<file path="src/design/lz4_block_decompressor_defines.svh">
// Assertion macros used by the LZ4 block decompressor back end.
// No dependencies; files include this header by its bare name.
`ifndef LZ4_BLOCK_DECOMPRESSOR_DEFINES_SVH
`define LZ4_BLOCK_DECOMPRESSOR_DEFINES_SVH
`ifndef SYNTHESIS
`define LZ4D_ASSERT(lbl, clk, rstn, prop) \
    lbl: assert property (@(posedge clk) disable iff (!rstn) (prop)) \
        else $error("lz4d assertion failed");
`define LZ4D_ASSERT_NEXT(lbl, clk, rstn, ante, cons) \
    lbl: assert property (@(posedge clk) disable iff (!rstn) (ante) |=> (cons)) \
        else $error("lz4d assertion failed");
`else
`define LZ4D_ASSERT(lbl, clk, rstn, prop)
`define LZ4D_ASSERT_NEXT(lbl, clk, rstn, ante, cons)
`endif
`endif

</file>
<file path="src/design/lz4d_pkg.sv">
// Shared types and constants of the LZ4 block decompressor.
// No dependencies.
package lz4d_pkg;
    localparam int unsigned WINDOW_DEPTH = 65536;
    localparam int unsigned AW           = $clog2(WINDOW_DEPTH);
    localparam int unsigned LEN_W        = 29;
    localparam logic [LEN_W-1:0] LEN_SAT = {LEN_W{1'b1}};
    localparam int unsigned MAX_OUTPUT   = 268435456;
    localparam int unsigned QDEPTH       = 4;
    localparam int unsigned QPW          = $clog2(QDEPTH);
    localparam int unsigned PADDR_W      = 3;
    localparam logic [PADDR_W-1:0] REG_EXPECTED_SIZE = 3'd0;

    typedef enum logic [2:0] {
        PH_TOKEN, PH_LIT_EXT, PH_LITERAL, PH_OFF_LO,
        PH_OFF_HI, PH_MLEN_EXT, PH_COPY, PH_SWALLOW
    } t_phase;

    typedef enum logic [1:0] {
        KIND_DATA, KIND_DONE, KIND_ERROR, KIND_BUSY
    } t_kind;

    typedef enum logic [2:0] {
        ERR_NONE, ERR_TRUNCATED, ERR_BAD_OFFSET, ERR_OVERRUN, ERR_SHORT
    } t_err;

    // One queued command: an optional data byte then an optional report.
    typedef struct packed {
        logic          has_data;
        logic          copy;
        logic [7:0]    lit;
        logic [AW-1:0] rd_addr;
        logic [AW-1:0] wr_addr;
        logic          has_rep;
        t_kind         kind;
        t_err          code;
    } t_entry;
endpackage

</file>
<file path="src/design/lz4d_queue.sv">
// Short command queue between the parser and the history back end.
// Depends on lz4d_pkg.
module lz4d_queue (
    input  logic             i_clk,
    input  logic             i_rst_n,
    input  logic             i_push,
    input  lz4d_pkg::t_entry i_entry,
    input  logic             i_pop,
    output logic             o_full,
    output logic             o_empty,
    output lz4d_pkg::t_entry o_head
);
    lz4d_pkg::t_entry           r_mem [lz4d_pkg::QDEPTH];
    logic [lz4d_pkg::QPW-1:0]   r_wp, r_rp;
    logic [lz4d_pkg::QPW:0]     r_cnt;

    assign o_full  = (r_cnt == (lz4d_pkg::QPW + 1)'(lz4d_pkg::QDEPTH));
    assign o_empty = (r_cnt == '0);
    assign o_head  = r_mem[r_rp];

    always_ff @(posedge i_clk) begin
        if (i_push) begin
            r_mem[r_wp] <= i_entry;
        end
    end

    always_ff @(posedge i_clk) begin
        if (!i_rst_n) begin
            r_wp  <= '0;
            r_rp  <= '0;
            r_cnt <= '0;
        end else begin
            if (i_push) begin
                r_wp <= r_wp + 1'b1;
            end
            if (i_pop) begin
                r_rp <= r_rp + 1'b1;
            end
            r_cnt <= r_cnt + (lz4d_pkg::QPW + 1)'(i_push) - (lz4d_pkg::QPW + 1)'(i_pop);
        end
    end
endmodule

</file>
<file path="config.mk">
export PLATFORM = sky130hd
export DESIGN_NAME = lz4d_queue
export DESIGN_NICKNAME = d
export VERILOG_FILES = /design/src/design/lz4_block_decompressor_defines.svh /design/src/design/lz4d_pkg.sv /design/src/design/lz4d_queue.sv
export SDC_FILE = /design/constraint.sdc
export NUM_CORES = 1
export LEC_CHECK = 0
export BUFFER_PORTS_ARGS = -buffer_cell sky130_fd_sc_hd__buf_2
export CAP_MARGIN = 20
export CORE_ASPECT_RATIO = 1.5
export CORE_MARGIN = 4
export CORE_UTILIZATION = 60
export CTS_BUF_LIST = sky130_fd_sc_hd__clkbuf_4
export CTS_CLUSTER_DIAMETER = 120
export DETAILED_ROUTE_END_ITERATION = 8
export PLACE_DENSITY = 0.83
export SLEW_MARGIN = 10
export SYNTH_ARGS = -nofsm -noshare
export SYNTH_HDL_FRONTEND = slang
export SYNTH_SLANG_ARGS = --single-unit
</file>
<file path="constraint.sdc">
create_clock -name i_clk -period 4 [get_ports i_clk]
set_input_delay 0.4 -clock i_clk [delete_from_list [all_inputs] [get_ports i_clk]]
set_output_delay 0.4 -clock i_clk [all_outputs]
set_load 0.01 [all_outputs]
</file>
==> run metrics, run 1 <==
status finished clean; Worst Skew roughly 0.016 ns; Post-Place Worst Slack roughly 1.7 ns; first-pass GRT wire length roughly 20,000 µm; top cells by area, synth edfxtp_1, mux4_2, dfxtp_1; worst reg2reg startpoint r_wp[0]$_SDFFE_PN0P_; CP Class flop to output port; register bit total from synthesis between 200 and 250; Final Cell Area 8530 µm²; Tightest Pin Transition approximately 0.97 ns; height of the die ~140 µm; Post-Synthesis Cells ~300; crit path DAT 2.40 ns; clock latency on the worst-skew pair roughly 0.56 ns; wire per inst ~20 µm; vias in the first global route about 3.8k; starting density of the core 61.3%; RSZ-0062 raised after global routing false; core footprint 12,000 µm²; chip width around 98 µm; Root Driver clkbuf_4; post-synth top area cell edfxtp_1; number of library cell types mapped by synthesis 20; share of cells above drive strength 1 just under 50%; CTS max path bufs 3; Seq/Total Area, Yosys 80.8%; Sum Neg Setup Slack 0 ns; final worst slack around 1.2 ns; clock slew at reported path FFs roughly 0.070 ns; VDD IR max 299 µV; initial antenna violation count 1; Fin. Hold Viols 0; final setup violation count 0; CTS Hold Bufs 0; GR Util All Layers between 10% and 20%; Layout area overhead 15.8%; placed cell area about 8000 µm²; Slew headroom a little over a third; Hold Crit Class input port to flop; Tmin final about 2.8 ns; Crit Path Max Fanout 29; CTS Sinks 201; CTS Buf Count between 40 and 50; FMAX around 360 MHz; setup bufs post-CTS 0; DRC 0; CP Launch Type flop; Cell Pwr Density 496 nW/µm²; DRT antenna net count 0; global placer's final weighted congestion roughly 0.73; CP Capture Type output port; CTS tree built; final wirelength around 12,000 µm; IO buf count ~100; H-Tree Level Count 2; worst path required time 3.60 ns; Mapped Area between 7000 and 8000 µm²; largest net degree at the start of global routing slightly below 50; detailed placement HPWL 7660 µm; DR vias between 3k and 4k; NumNets Final approximately 490; syn_area_per_cell ~25 µm²; Leak Pwr just under 3 nW; DR iter-0 viols 203; final max-slew violation count 0; FP Rows 49; total grt overflow 0; syn nets ~350; fin crit share a little over two thirds; Gates resized, CTS repair 0; # IOs slightly above 100; Via density between 5 and 6; Pwr Total about 4.2 mW; Synth top area share 78.3%; max-capacitance violation count 0; Ys Warns 0; HP Start i_entry[43]; Initial DRT Pass Iterations 4; Die ar. roughly 14,000 µm²
## cell usage in the layout (no fill, tap or decap), types with 4 or more instances in the layout
cell type | netlist | final
buf_4 | 2 | 5
clkinv_1 | 0 | 8
mux4_2 | 48 | 48
inv_1 | 7 | 7
and2_2 | 0 | 4
edfxtp_1 | 192 | 192
nor2_1 | 5 | 5
clkinv_2 | 0 | 4
buf_2 | 3 | 101
dfxtp_1 | 9 | 7
ha_1 | 6 | 6
clkbuf_4 | 0 | 57
## cells by family (layout without fill, tap and decap cells)
kind of cell / count (synthesis) / in the layout / share of synthesized area, %
muxes: 49 / 49 / 14.8
xor gates and xnor gates: 3 / 3 / 0.561
other: 0 / 2 / 0
adders and majority gates: 7 / 7 / 1.29
and+or+nand+nor: 14 / 14 / 1.02
buffers and inverters: 17 / 183 / 1.33
AOI/OAI and AO/OA: 2 / 2 / 0.204
DFF: 201 / 201 / 80.8
## report_power, final
part	switching [mW]	leakage [nW]	total, mW	internal, mW
Clock	0.672	0.290	1.33	0.661
Combinational	0.199	0.833	0.412	0.213
Sequential	0.0654	1.84	2.48	2.42
## metal layers
metal	up-vias	share of wire, %	track usage, %	routed length [µm]
li1	1537	-	-	-
met1	1767	36	20.6	4370
met2	110	57	33.5	6980
met3	20	6.2	4.52	761
met4	2	1.5	6.76	180
met5	-	0.098	0	12
## layout make-up
type                       instances  area, µm²
inverter                           7       26.3
timing repair buffer             107        553
clock inverter                    12       50.0
fill                             782       3490
clock buffer                      57        428
tap                              153        191
sequential                       201       5950
multi-input combinational         75       1320
antenna                            2       5.00
## state kept, by name, summed over array words and instances, names as in the netlist, named ones only
register,flops
r_cnt,3
r_wp,2
r_mem,192
r_rp,2
## critical path, cell delays in order (launching register included)
cell	delay, ns
dfxtp_2	0.87
buf_4	0.43
mux4_2	0.37
buf_2	0.16
## cell usage after synthesis
master	n
a21bo_2	1
a21oi_1	1
and2_1	6
and3_1	1
buf_2	3
buf_4	2
buf_6	3
clkbuf_1	2
dfxtp_1	9
edfxtp_1	192
fa_1	1
ha_1	6
inv_1	7
mux2i_1	1
mux4_2	48
nand3b_1	1
nor2_1	5
nor3_1	1
xnor2_1	2
xor3_1	1
## metrics by stage
| step | instances | util [%] | hold slack, ns |
|---|---|---|---|
| floorplan | 293 | - | 0.499 |
| global placement | 542 | 66.9 | 0.509 |
| detailed placement | 542 | 66.9 | 0.541 |
| CTS | 611 | 70.8 | 0.0131 |
| global route | 612 | 70.9 | 0.0000176 |
| finish | 614 | 71.0 | 0.0536 |
## final timing paths
path	end	cells after the start	slack, ns
hold / removal	r_mem[2][43]$_DFFE_PP_	1	0.05
setup / recovery	o_head[12]	3	1.20
setup reg to reg	r_mem[0][9]$_DFFE_PP_	4	1.96
hold reg to reg	r_rp[1]$_SDFFE_PN0P_	2	0.54
Note: power is estimated with default switching activity, not from simulation.
==> run 2: changes to the inputs <==
ABC_AREA = 1   (was unset)
CORE_UTILIZATION = 54   (was 60)
PLACE_DENSITY = 0.78   (was 0.83)
clock period = 2.3 ns   (was 4 ns; I/O delays follow)
==> run metrics, run 2 <==
clock latency on the worst-skew pair 0.59 ns (was 0.56 ns); clock slew at reported path FFs 0.07 ns (about the same); Fin. Hold Viols 0 (unchanged); syn_area_per_cell 13.0 µm² (was 25.1 µm²); predominant post-synthesis flop cell edfxtp_1 (unchanged); Non-Filler Instances 1,031 (was 614); most common cell after layout, fill and taps aside edfxtp_1 (unchanged); syn nets 675 (was 352); status finished clean (unchanged); Hold Crit Class input port to flop (unchanged); # IOs 102 (unchanged); initial antenna violation count 1 (unchanged); asr flop ratio synth 0% (unchanged); height of the die 157 µm (was 144 µm); Post-Synthesis Cells 616 (was 293); starting density of the core 55.0% (was 61.3%); hold path cells 2 (was 1); detailed placement HPWL 9420 µm (was 7660 µm); Seq/Total Area, Yosys 74.1% (was 80.8%); r2r endpoint r_cnt[2]$_SDFF_PN0_ (was r_mem[0][9]$_DFFE_PP_); Initial DRT Pass Iterations 5 (was 4); CTS max path bufs 3 (unchanged); total grt overflow 0 (unchanged); RSZ-0062 raised after global routing false (unchanged); largest reg by FF count r_mem (unchanged); CTS tree built (unchanged); wire per inst 15.5 µm (was 20.0 µm); final max-slew violation count 0 (unchanged); Ys Warns 0 (unchanged); post-synth top area cell edfxtp_1 (unchanged); core footprint 14,600 µm² (was 12,000 µm²); GR Util All Layers 18.9% (was 18.2%); Hold Path Sink r_mem[1][40]$_DFFE_PP_ (was r_mem[2][43]$_DFFE_PP_); CTS Buf Count 46 (was 42); Leak Pwr 3.98 nW (was 2.96 nW); top-count cell post-synth edfxtp_1 (unchanged); NumNets Final 856 (was 493); HP Start i_entry[40] (was i_entry[43]); global placer's final weighted congestion 0.770 (was 0.729); worst path required time 2.07 ns (was 3.60 ns); area of the multi-input gates 1400 µm² (was 1320 µm²); Root Driver clkbuf_4 (unchanged); Commonest cells post-synth edfxtp_1, inv_1, nand2_1, a21oi_1, o211ai_1 (was edfxtp_1, mux4_2, dfxtp_1, inv_1); Worst Skew 0.0227 ns (was 0.0163 ns); r2r setup slk 0.69 ns (was 1.96 ns); H-Tree Level Count 2 (unchanged); final setup violation count 0 (unchanged); Via density 5.02 (was 5.60); CP Launch Type flop (unchanged); Largest register FFs 192 (unchanged); final wirelength 16,000 µm (was 12,300 µm); Fillers 1,080 (was 782); CTS Sinks 201 (unchanged); IO buf count 101 (unchanged); Top Registers r_mem x192, r_cnt x3 (unchanged); Cell Pwr Density 807 nW/µm² (was 496 nW/µm²); VDD IR max 528 µV (was 299 µV); DRT antenna net count 0 (unchanged); Post-synth EDFFs 192 (unchanged); DR vias 5,173 (was 3,436); Die ar. 16,900 µm² (was 14,100 µm²); Tightest Pin Transition 0.370 ns (was 0.973 ns); placed cells 892 (was 542); largest net degree at the start of global routing 65 (was 49); Layout area overhead 22.7% (was 15.8%); Slew headroom 75.4% (was 35.1%); Synth top area share 71.8% (was 78.3%); share of cells above drive strength 1 23.4% (was 48.4%); CP Capture Type output port (unchanged); first-pass GRT wire length 25,300 µm (was 19,600 µm); Tmin final approximately 2.1 ns; fin crit share just over 90%; FP Rows 54 (was 49); register bit total from synthesis 201 (unchanged); top cells by area, synth edfxtp_1, inv_1, nand2_1 (was edfxtp_1, mux4_2, dfxtp_1); chip width 108 µm (was 98.4 µm); Crit Path Max Fanout 64 (was 29); max-capacitance violation count 0 (unchanged); commonest non-fill, non-tap cells in the layout edfxtp_1, inv_1, nand2_1 (was edfxtp_1, buf_2, clkbuf_4); crit path DAT 1.87 ns (was 2.40 ns); vias in the first global route 5,339 (was 3,829); Mapped Area 8030 µm² (was 7360 µm²); Reg2Reg Depth 9 (was 4); worst reg2reg startpoint r_cnt[0]$_SDFF_PN0_ (was r_wp[0]$_SDFFE_PN0P_); CP Class flop to output port (unchanged); DR iter-0 viols 282 (was 203); FMAX approximately 480 MHz; number of library cell types mapped by synthesis 16 (was 20); Seq. cell area 5950 µm² (about the same); Sum Neg Setup Slack 0 ns (unchanged); DRC 0 (unchanged)
-- run 2: logic make-up after synthesis --
logic type	synth area share, %
fa+ha+maj	1.18
buf+inv	8.49
simple gates	5.17
compound gates	11.1
flops	74.1
-- run 2: worst max path at each step --
stage	cells after the start	slack [ns]	endpoint	startpoint
2_1_floorplan	4	0.37	r_mem[2][0]$_DFFE_PP_	r_wp[0]$_SDFFE_PN0P_
3_3_place_gp	9	0.72	r_cnt[2]$_SDFF_PN0_	r_cnt[0]$_SDFF_PN0_
3_5_place_dp	5	0.69	o_head[32]	flop
4_1_cts	5	0.06	o_head[32]	flop
5_1_grt	5	0.04	o_head[32]	flop
6_report	5	0.20	o_head[32]	flop
-- run 2: critical path: stages, from the launching register on --
cell,delay (ns)
dfxtp_4,0.53
buf_12,0.29
a21oi_1,0.12
o21ai_1,0.09
nand2_1,0.09
buf_2,0.15
-- run 2: routing by layer --
layer | track usage (%) | share of wire [%] | wire (µm)
met3 | 3.65 | 4.2 | 670
met4 | 6.92 | 1.9 | 298
met1 | 20.8 | 37 | 5980
met5 | 0 | 0 | 0
met2 | 35.7 | 57 | 9040
-- run 2: timing repair --
item                       CTS  global route
resized for setup            0             1
hold endpoints to repair   201             0
setup endpoints to repair    0            17
buffers inserted             0             1
hold buffers                52             0
-- run 2: power by group --
group | switching (mW) | internal, mW | leakage, nW
sequential | 0.0669 | 4.18 | 1.84
combinational | 0.525 | 0.346 | 1.77
clock | 1.29 | 1.54 | 0.372
total | 1.88 | 6.07 | 3.98
-- run 2: cell type report --
type / count / share of cell area (%)
Antenna cell: 1 / 0.0254
Clock buffer: 72 / 5.49
Clock inverter: 13 / 0.775
Inverter: 112 / 4.27
Multi-Input combinational cell: 271 / 14.2
Sequential cell: 201 / 60.4
Tap cell: 196 / 2.49
Timing Repair Buffer: 165 / 12.3
-- run 2: through the flow --
step	setup WS [ns]	area [µm²]	power (mW)	hold WS [ns]	utilization (%)
after CTS	0.0603	9830	8.03	0.332	67.4
final	0.203	9850	7.95	0.387	67.5
after detailed placement	0.692	8700	5.12	0.451	59.6
after floorplan	0.370	8030	4.80	0.322	-
after global routing	0.0380	9850	8.35	0.373	67.5
after global placement	0.718	8700	5.08	0.441	59.6
