**config.mk**
```make
export PLATFORM = sky130hd
export DESIGN_NAME = lz4d_front
export DESIGN_NICKNAME = d
export VERILOG_FILES = /design/src/design/lz4_block_decompressor_defines.svh /design/src/design/lz4d_pkg.sv /design/src/design/lz4d_front.sv
export SDC_FILE = /design/constraint.sdc
export NUM_CORES = 1
export LEC_CHECK = 0
export BUFFER_PORTS_ARGS = -buffer_cell sky130_fd_sc_hd__buf_2
export CORE_ASPECT_RATIO = 1.5
export CORE_MARGIN = 2
export CORE_UTILIZATION = 40
export CTS_BUF_LIST = sky130_fd_sc_hd__clkbuf_4
export CTS_CLUSTER_SIZE = 24
export DETAILED_ROUTE_END_ITERATION = 10
export SYNTH_ARGS = -nofsm -noshare
export SYNTH_HDL_FRONTEND = slang
export SYNTH_SLANG_ARGS = --single-unit
```
**constraint.sdc**
```tcl
create_clock -name i_clk -period 16.05 [get_ports i_clk]
set_input_delay 3.21 -clock i_clk [delete_from_list [all_inputs] [get_ports i_clk]]
set_output_delay 3.21 -clock i_clk [all_outputs]
set_load 0.02 [all_outputs]
```
**src/design/lz4_block_decompressor_defines.svh**
```systemverilog
// Assertion macros used by the LZ4 block decompressor back end.
// No dependencies; files include this header by its bare name.
`ifndef LZ4_BLOCK_DECOMPRESSOR_DEFINES_SVH
`define LZ4_BLOCK_DECOMPRESSOR_DEFINES_SVH
`ifndef SYNTHESIS
`define LZ4D_ASSERT(lbl, clk, rstn, prop) \
    lbl: assert property (@(posedge clk) disable iff (!rstn) (prop)) \
        else $error("lz4d assertion failed");
`define LZ4D_ASSERT_NEXT(lbl, clk, rstn, ante, cons) \
    lbl: assert property (@(posedge clk) disable iff (!rstn) (ante) |=> (cons)) \
        else $error("lz4d assertion failed");
`else
`define LZ4D_ASSERT(lbl, clk, rstn, prop)
`define LZ4D_ASSERT_NEXT(lbl, clk, rstn, ante, cons)
`endif
`endif

```
**src/design/lz4d_pkg.sv**
```systemverilog
// Shared types and constants of the LZ4 block decompressor.
// No dependencies.
package lz4d_pkg;
    localparam int unsigned WINDOW_DEPTH = 65536;
    localparam int unsigned AW           = $clog2(WINDOW_DEPTH);
    localparam int unsigned LEN_W        = 29;
    localparam logic [LEN_W-1:0] LEN_SAT = {LEN_W{1'b1}};
    localparam int unsigned MAX_OUTPUT   = 268435456;
    localparam int unsigned QDEPTH       = 4;
    localparam int unsigned QPW          = $clog2(QDEPTH);
    localparam int unsigned PADDR_W      = 3;
    localparam logic [PADDR_W-1:0] REG_EXPECTED_SIZE = 3'd0;

    typedef enum logic [2:0] {
        PH_TOKEN, PH_LIT_EXT, PH_LITERAL, PH_OFF_LO,
        PH_OFF_HI, PH_MLEN_EXT, PH_COPY, PH_SWALLOW
    } t_phase;

    typedef enum logic [1:0] {
        KIND_DATA, KIND_DONE, KIND_ERROR, KIND_BUSY
    } t_kind;

    typedef enum logic [2:0] {
        ERR_NONE, ERR_TRUNCATED, ERR_BAD_OFFSET, ERR_OVERRUN, ERR_SHORT
    } t_err;

    // One queued command: an optional data byte then an optional report.
    typedef struct packed {
        logic          has_data;
        logic          copy;
        logic [7:0]    lit;
        logic [AW-1:0] rd_addr;
        logic [AW-1:0] wr_addr;
        logic          has_rep;
        t_kind         kind;
        t_err          code;
    } t_entry;
endpackage

```
**src/design/lz4d_front.sv**
```systemverilog
// Front end: parses LZ4 sequences and issues byte and report commands.
// Depends on lz4d_pkg.
module lz4d_front (
    input  logic                        i_clk,
    input  logic                        i_rst_n,
    input  logic                        i_valid,
    input  logic                        i_mode,
    input  logic [7:0]                  i_byte,
    input  logic                        i_frame_end,
    input  logic                        i_full,
    input  logic [lz4d_pkg::LEN_W-1:0]  i_expected,
    output logic                        o_ready,
    output logic                        o_push,
    output lz4d_pkg::t_entry            o_entry
);
    lz4d_pkg::t_phase          r_phase, n_phase;
    logic [lz4d_pkg::LEN_W-1:0] r_lit, n_lit, r_ml, n_ml, r_prod, n_prod;
    logic [3:0]                r_nib, n_nib;
    logic [15:0]               r_off, n_off;
    logic                      r_ended, n_ended;

    assign o_ready = !i_full;

    always_comb begin
        logic                      acc, fe, f_fail, f_lchk, f_mchk, f_ldone, f_eoi;
        logic                      f_after, f_new;
        lz4d_pkg::t_err            f_code;
        logic [lz4d_pkg::LEN_W:0]  sum;
        logic [15:0]               off;
        lz4d_pkg::t_entry          e;
        acc     = i_valid && !i_full;
        fe      = i_frame_end;
        f_fail  = 1'b0;
        f_lchk  = 1'b0;
        f_mchk  = 1'b0;
        f_ldone = 1'b0;
        f_eoi   = 1'b0;
        f_after = 1'b0;
        f_new   = 1'b0;
        f_code  = lz4d_pkg::ERR_NONE;
        sum     = '0;
        off     = '0;
        e       = '0;
        e.kind  = lz4d_pkg::KIND_DATA;
        e.code  = lz4d_pkg::ERR_NONE;
        n_phase = r_phase;
        n_lit   = r_lit;
        n_ml    = r_ml;
        n_prod  = r_prod;
        n_nib   = r_nib;
        n_off   = r_off;
        n_ended = r_ended;
        if (acc) begin
            if (i_mode) begin
                if (r_phase == lz4d_pkg::PH_COPY) begin
                    e.has_data = 1'b1;
                    e.copy     = 1'b1;
                    e.wr_addr  = r_prod[lz4d_pkg::AW-1:0];
                    e.rd_addr  = r_prod[lz4d_pkg::AW-1:0] - r_off[lz4d_pkg::AW-1:0];
                    n_prod     = r_prod + 1'b1;
                    n_ml       = r_ml - 1'b1;
                    if (n_ml == '0) begin
                        if (r_ended) begin
                            f_eoi = 1'b1;
                        end else if (n_prod >= i_expected) begin
                            e.has_rep = 1'b1;
                            e.kind    = lz4d_pkg::KIND_DONE;
                            n_phase   = lz4d_pkg::PH_SWALLOW;
                        end else begin
                            n_phase = lz4d_pkg::PH_TOKEN;
                        end
                    end
                end
            end else begin
                unique case (r_phase)
                    lz4d_pkg::PH_TOKEN: begin
                        if (r_prod >= i_expected) begin
                            e.has_rep = 1'b1;
                            e.kind    = lz4d_pkg::KIND_DONE;
                            f_after   = 1'b1;
                        end else if (32'(i_expected) > lz4d_pkg::MAX_OUTPUT) begin
                            f_fail = 1'b1;
                            f_code = lz4d_pkg::ERR_OVERRUN;
                        end else begin
                            n_lit = lz4d_pkg::LEN_W'(i_byte[7:4]);
                            n_nib = i_byte[3:0];
                            if (i_byte[7:4] == 4'hF) begin
                                if (fe) begin
                                    f_fail = 1'b1;
                                    f_code = lz4d_pkg::ERR_TRUNCATED;
                                end else begin
                                    n_phase = lz4d_pkg::PH_LIT_EXT;
                                end
                            end else begin
                                f_lchk = 1'b1;
                            end
                        end
                    end
                    lz4d_pkg::PH_LIT_EXT: begin
                        sum   = {1'b0, r_lit} + (lz4d_pkg::LEN_W + 1)'(i_byte);
                        n_lit = sum[lz4d_pkg::LEN_W] ? lz4d_pkg::LEN_SAT
                                                     : sum[lz4d_pkg::LEN_W-1:0];
                        if (i_byte == 8'hFF) begin
                            if (fe) begin
                                f_fail = 1'b1;
                                f_code = lz4d_pkg::ERR_TRUNCATED;
                            end
                        end else begin
                            f_lchk = 1'b1;
                        end
                    end
                    lz4d_pkg::PH_LITERAL: begin
                        e.has_data = 1'b1;
                        e.lit      = i_byte;
                        e.wr_addr  = r_prod[lz4d_pkg::AW-1:0];
                        n_prod     = r_prod + 1'b1;
                        n_lit      = r_lit - 1'b1;
                        if (n_lit == '0) begin
                            f_ldone = 1'b1;
                        end else if (fe) begin
                            f_fail = 1'b1;
                            f_code = lz4d_pkg::ERR_TRUNCATED;
                        end
                    end
                    lz4d_pkg::PH_OFF_LO: begin
                        n_off = {8'h00, i_byte};
                        if (fe) begin
                            f_fail = 1'b1;
                            f_code = lz4d_pkg::ERR_TRUNCATED;
                        end else begin
                            n_phase = lz4d_pkg::PH_OFF_HI;
                        end
                    end
                    lz4d_pkg::PH_OFF_HI: begin
                        off   = {i_byte, r_off[7:0]};
                        n_off = off;
                        if (off == '0 || lz4d_pkg::LEN_W'(off) > r_prod
                                || 32'(off) > lz4d_pkg::WINDOW_DEPTH) begin
                            f_fail = 1'b1;
                            f_code = lz4d_pkg::ERR_BAD_OFFSET;
                        end else begin
                            n_ml = lz4d_pkg::LEN_W'(r_nib) + lz4d_pkg::LEN_W'(4);
                            if (r_nib == 4'hF) begin
                                if (fe) begin
                                    f_fail = 1'b1;
                                    f_code = lz4d_pkg::ERR_TRUNCATED;
                                end else begin
                                    n_phase = lz4d_pkg::PH_MLEN_EXT;
                                end
                            end else begin
                                f_mchk = 1'b1;
                            end
                        end
                    end
                    lz4d_pkg::PH_MLEN_EXT: begin
                        sum  = {1'b0, r_ml} + (lz4d_pkg::LEN_W + 1)'(i_byte);
                        n_ml = sum[lz4d_pkg::LEN_W] ? lz4d_pkg::LEN_SAT
                                                    : sum[lz4d_pkg::LEN_W-1:0];
                        if (i_byte == 8'hFF) begin
                            if (fe) begin
                                f_fail = 1'b1;
                                f_code = lz4d_pkg::ERR_TRUNCATED;
                            end
                        end else begin
                            f_mchk = 1'b1;
                        end
                    end
                    lz4d_pkg::PH_COPY: begin
                        e.has_rep = 1'b1;
                        e.kind    = lz4d_pkg::KIND_BUSY;
                    end
                    lz4d_pkg::PH_SWALLOW: begin
                        f_new = fe;
                    end
                    default: begin
                        f_new = fe;
                    end
                endcase
            end
            // Each length check serves both the base and the extension bytes.
            if (f_lchk) begin
                if ({1'b0, r_prod} + {1'b0, n_lit} > {1'b0, i_expected}) begin
                    f_fail = 1'b1;
                    f_code = lz4d_pkg::ERR_OVERRUN;
                end else if (n_lit != '0) begin
                    if (fe) begin
                        f_fail = 1'b1;
                        f_code = lz4d_pkg::ERR_TRUNCATED;
                    end else begin
                        n_phase = lz4d_pkg::PH_LITERAL;
                    end
                end else begin
                    f_ldone = 1'b1;
                end
            end
            if (f_ldone) begin
                if (fe) begin
                    f_eoi = 1'b1;
                end else begin
                    n_phase = lz4d_pkg::PH_OFF_LO;
                end
            end
            if (f_mchk) begin
                if ({1'b0, r_prod} + {1'b0, n_ml} > {1'b0, i_expected}) begin
                    f_fail = 1'b1;
                    f_code = lz4d_pkg::ERR_OVERRUN;
                end else begin
                    n_ended = fe;
                    n_phase = lz4d_pkg::PH_COPY;
                end
            end
            if (f_fail) begin
                e.has_rep = 1'b1;
                e.kind    = lz4d_pkg::KIND_ERROR;
                e.code    = f_code;
                f_after   = 1'b1;
            end
            if (f_after) begin
                if (fe) begin
                    f_new = 1'b1;
                end else begin
                    n_phase = lz4d_pkg::PH_SWALLOW;
                end
            end
            if (f_eoi) begin
                e.has_rep = 1'b1;
                if (n_prod == i_expected) begin
                    e.kind = lz4d_pkg::KIND_DONE;
                end else begin
                    e.kind = lz4d_pkg::KIND_ERROR;
                    e.code = lz4d_pkg::ERR_SHORT;
                end
                f_new = 1'b1;
            end
            if (f_new) begin
                n_phase = lz4d_pkg::PH_TOKEN;
                n_lit   = '0;
                n_ml    = '0;
                n_nib   = '0;
                n_off   = '0;
                n_prod  = '0;
                n_ended = 1'b0;
            end
        end
        o_entry = e;
        o_push  = acc && (e.has_data || e.has_rep);
    end

    always_ff @(posedge i_clk) begin
        if (!i_rst_n) begin
            r_phase <= lz4d_pkg::PH_TOKEN;
            r_lit   <= '0;
            r_ml    <= '0;
            r_prod  <= '0;
            r_nib   <= '0;
            r_off   <= '0;
            r_ended <= 1'b0;
        end else begin
            r_phase <= n_phase;
            r_lit   <= n_lit;
            r_ml    <= n_ml;
            r_prod  <= n_prod;
            r_nib   <= n_nib;
            r_off   <= n_off;
            r_ended <= n_ended;
        end
    end
endmodule

```
==> results_dict.tcl <==
set metrics [dict create \
    ys_seq_elements 111 \
    wl_per_cell_um 25.5 \
    io_buffers 92 \
    start_kind "primary input" \
    cp-end-kind "output pin" \
    reg2reg_from "r_prod[1]" \
    worstPathArrival_ps 12080 \
    cp.required_ps 12840 \
    grt-busiest-layer "met2" \
    drt.antenna.violating_nets 0 \
    clock_skew_ps 45.1 \
    grtUsageMet1_pct 36.4 \
    hold_path_class "flop to flop" \
    clockBufferDepth 2 \
    cts-hold-fix-buffers 0 \
    timing.slew.headroom_pct 22.6 \
    dp.cells 3172 \
    drv_slew 0 \
    drive_above_1_share_pct 8.42 \
    outcome "complete, no violations" \
    dpl-instance-area_mm2 0.0194 \
    cts_root_buffer "clkbuf_4" \
    cap_violations 0 \
    rows 96 \
    period_needed_ps 15290 \
    clk_pin_slew_worst_paths_ps 240 \
    globalRouteMet3Util_pct 4.27 \
    fmax_ghz 0.0654 \
    avgViaCountPerCell 6.51 \
    r2r_end "r_prod[26]" \
    dp_hpwl_um 63400 \
    yosys_warnings 0 \
    layout.cells.non_filler 3190 \
    syn_avg_cell_area_um2 7.10 \
    cpMostUsedCell "a21oi_1" \
    routed_wl_um 81500 \
    setup_viol 0 \
    rrSetupSlack_ps 4690 \
    holdWs_ps 485 \
    first_global_vias 19800 \
    fp.dieW_um 180 \
    synthDistinctLibCells 103 \
    synth.cell_area_mm2 0.0185 \
    synth-seq-area-share_pct 12.0 \
    syn_nets 2887 \
    ys.flop_type "dfxtp_1" \
    post_cts_buffers 0 \
    tightest_slew_ps 1150 \
    r2r_cells 40 \
    nNetsFinal 2878 \
    grtUsageMet2_pct 57.3 \
    fin_setup_tns_ps 0 \
    path_class "primary input to output pin" \
    cts_tree "built" \
    grt_overflow 0 \
    design_area_mm2 0.0196 \
    cp_max_fo 17 \
    first_pass_iters 6 \
    cp-endpoint "o_push" \
    gp_congestion 1.02 \
    slowest_stage "a2111oi_1" \
    syn_inst 2604 \
    design.core.area_mm2 0.0456 \
    vias 20800 \
    track_usage_pct 32.6 \
    drc 0 \
    clock_sinks 111 \
    fp.dieH_um 267 \
    antenna_found_initial 3 \
    finalHoldViolCount 0 \
    synth_edf_count 0 \
    critical_path.max_stage_delay_ps 470 \
    p_per_area_mw_per_mm2 36.1 \
    ios 93 \
    grt_pass1_wl_um 120000 \
    die_area_mm2 0.0480 \
    grt_max_degree 74 \
    p_leak_nw 8.50 \
    startpoint "i_byte[1]" \
    rsz0062_at_grt "false" \
    area_growth_syn_to_layout_pct 6.06 \
    cts_buffers 9 \
    async_reset_ff_share_pct 0 \
    clock_latency_ps 650 \
    fin_crit_sh_pct 95.3 \
    vdd_drop_max_uv 29.0 \
    ctsResizeCount 0 \
    drt_iter0_markers 1942 \
    htreeDepth 3 \
    initial_core_util_pct 40.5 \
    fin_util_pct 43.0 \
]
-- routing by layer --
layer / up-vias / wire, µm
li1: 9594 / -
met1: 9913 / 30900
met2: 955 / 39400
met3: 289 / 4800
met4: 0 / 6320
met5: - / 0
-- synth_stat cells, types with 10 or more instances --
master	count	share of area [%]
nor4b_1	12	0.57
xor2_1	56	2.7
nor3_1	105	2.8
o21a_1	50	2.0
nand2_1	211	4.3
a31oi_1	28	0.95
nand2b_1	14	0.47
a211oi_1	24	0.97
and2_1	19	0.64
nor2b_1	60	2.0
ha_1	235	16
and4_1	10	0.47
buf_2	21	0.57
o31ai_1	14	0.57
xnor2_1	124	5.9
nand3_1	125	3.4
a22o_1	12	0.57
o21bai_1	14	0.57
a211o_1	14	0.66
dfxtp_1	111	12
mux2i_1	11	0.60
o211ai_1	15	0.61
clkbuf_1	126	2.6
a21boi_0	37	1.5
nor3b_1	14	0.57
inv_1	126	2.6
nor4_1	44	1.5
or3_1	31	1.0
a22oi_1	40	1.6
nand4_1	60	2.0
nor2_1	204	4.1
o21ai_0	143	3.9
a2111oi_0	10	0.47
a21o_1	51	2.1
a21oi_1	188	5.1
and3_1	39	1.3
-- area by class of cell --
| type | count | area (µm²) |
|---|---|---|
| Antenna cell | 2 | 5.00 |
| Clock inverter | 7 | 105 |
| Fill cell | 4818 | 26000 |
| Clock buffer | 9 | 67.6 |
| Timing Repair Buffer | 144 | 851 |
| Tap cell | 588 | 736 |
| Multi-Input combinational cell | 2201 | 15100 |
| Sequential cell | 111 | 2220 |
| Inverter | 128 | 480 |
-- critical path: cells and delay by family --
family          cells  cell delay [ps]
simple gates        5              800
xor+xnor            1              160
compound gates     26             5640
fa+ha+maj           4             1300
buf+inv             5              950
-- kinds of logic (layout without fill, tap and decap cells) --
group | count (synthesis) | after routing | synth area share (%)
simple gates | 1013 | 1013 | 28.8
compound gates | 757 | 757 | 27.3
buf+inv | 292 | 288 | 6.33
fa+ha+maj | 240 | 240 | 16.4
xor+xnor | 180 | 180 | 8.53
flops | 111 | 111 | 12.0
mux | 11 | 11 | 0.595
other cells | 0 | 2 | 0
-- registers in the layout (all words and copies together) (netlist names) --
signal   flops
r_ml        29
r_lit       29
r_nib        4
r_phase      3
r_ended      1
r_prod      29
r_off       16
-- where the power goes --
group          internal, W  switching (W)  leakage (nW)
clock network    0.0000526       0.000135        0.0894
logic            0.0000765       0.000161          7.51
registers         0.000278     0.00000597         0.894
total             0.000407       0.000301          8.50
-- through the flow --
step / setup WS (ps) / power, W
floorplan: 2330 / 0.000440
finish: 761 / 0.000709
CTS: 479 / 0.000708
global placement: 768 / 0.000516
detailed placement: 517 / 0.000519
global route: 132 / 0.000738
-- cell usage in the layout (no fill, tap or decap), drive strengths merged, types with 11 or more instances in the layout --
| master | Yosys | routed |
|---|---|---|
| xnor2 | 124 | 124 |
| nand2b | 14 | 14 |
| nand3 | 129 | 129 |
| nor3b | 15 | 15 |
| and2 | 22 | 22 |
| a21oi | 188 | 188 |
| and3 | 39 | 39 |
| nor2 | 204 | 204 |
| a22oi | 40 | 40 |
| o21ai | 150 | 150 |
| nor2b | 60 | 60 |
| a211oi | 26 | 26 |
| nor4b | 13 | 13 |
| xor2 | 56 | 56 |
| nand4 | 61 | 61 |
| a21o | 52 | 52 |
| inv | 126 | 128 |
| o21a | 50 | 50 |
| a22o | 12 | 12 |
| a31oi | 28 | 28 |
| a21boi | 43 | 43 |
| buf | 38 | 144 |
| dfxtp | 111 | 111 |
| a2111oi | 11 | 11 |
| o31ai | 15 | 15 |
| ha | 235 | 235 |
| nor4 | 53 | 53 |
| mux2i | 11 | 11 |
| or3 | 31 | 31 |
| o21bai | 14 | 14 |
| nor3 | 109 | 109 |
| o211ai | 16 | 16 |
| nand2 | 212 | 212 |
| a211o | 14 | 14 |
-- how the worst min path moves through the flow --
stage          startpoint        end  slack (ps)  cells after the start
6_report        r_off[10]  r_off[10]         490                      2
5_1_grt         r_off[14]  r_off[14]         510                      2
4_1_cts          r_off[8]   r_off[8]         480                      2
3_5_place_dp     r_off[8]   r_off[8]         450                      2
3_3_place_gp    r_off[10]  r_off[10]         450                      2
2_1_floorplan   r_off[10]  r_off[10]         430                      2
No activity file was read; power rests on OpenSTA's default activity.
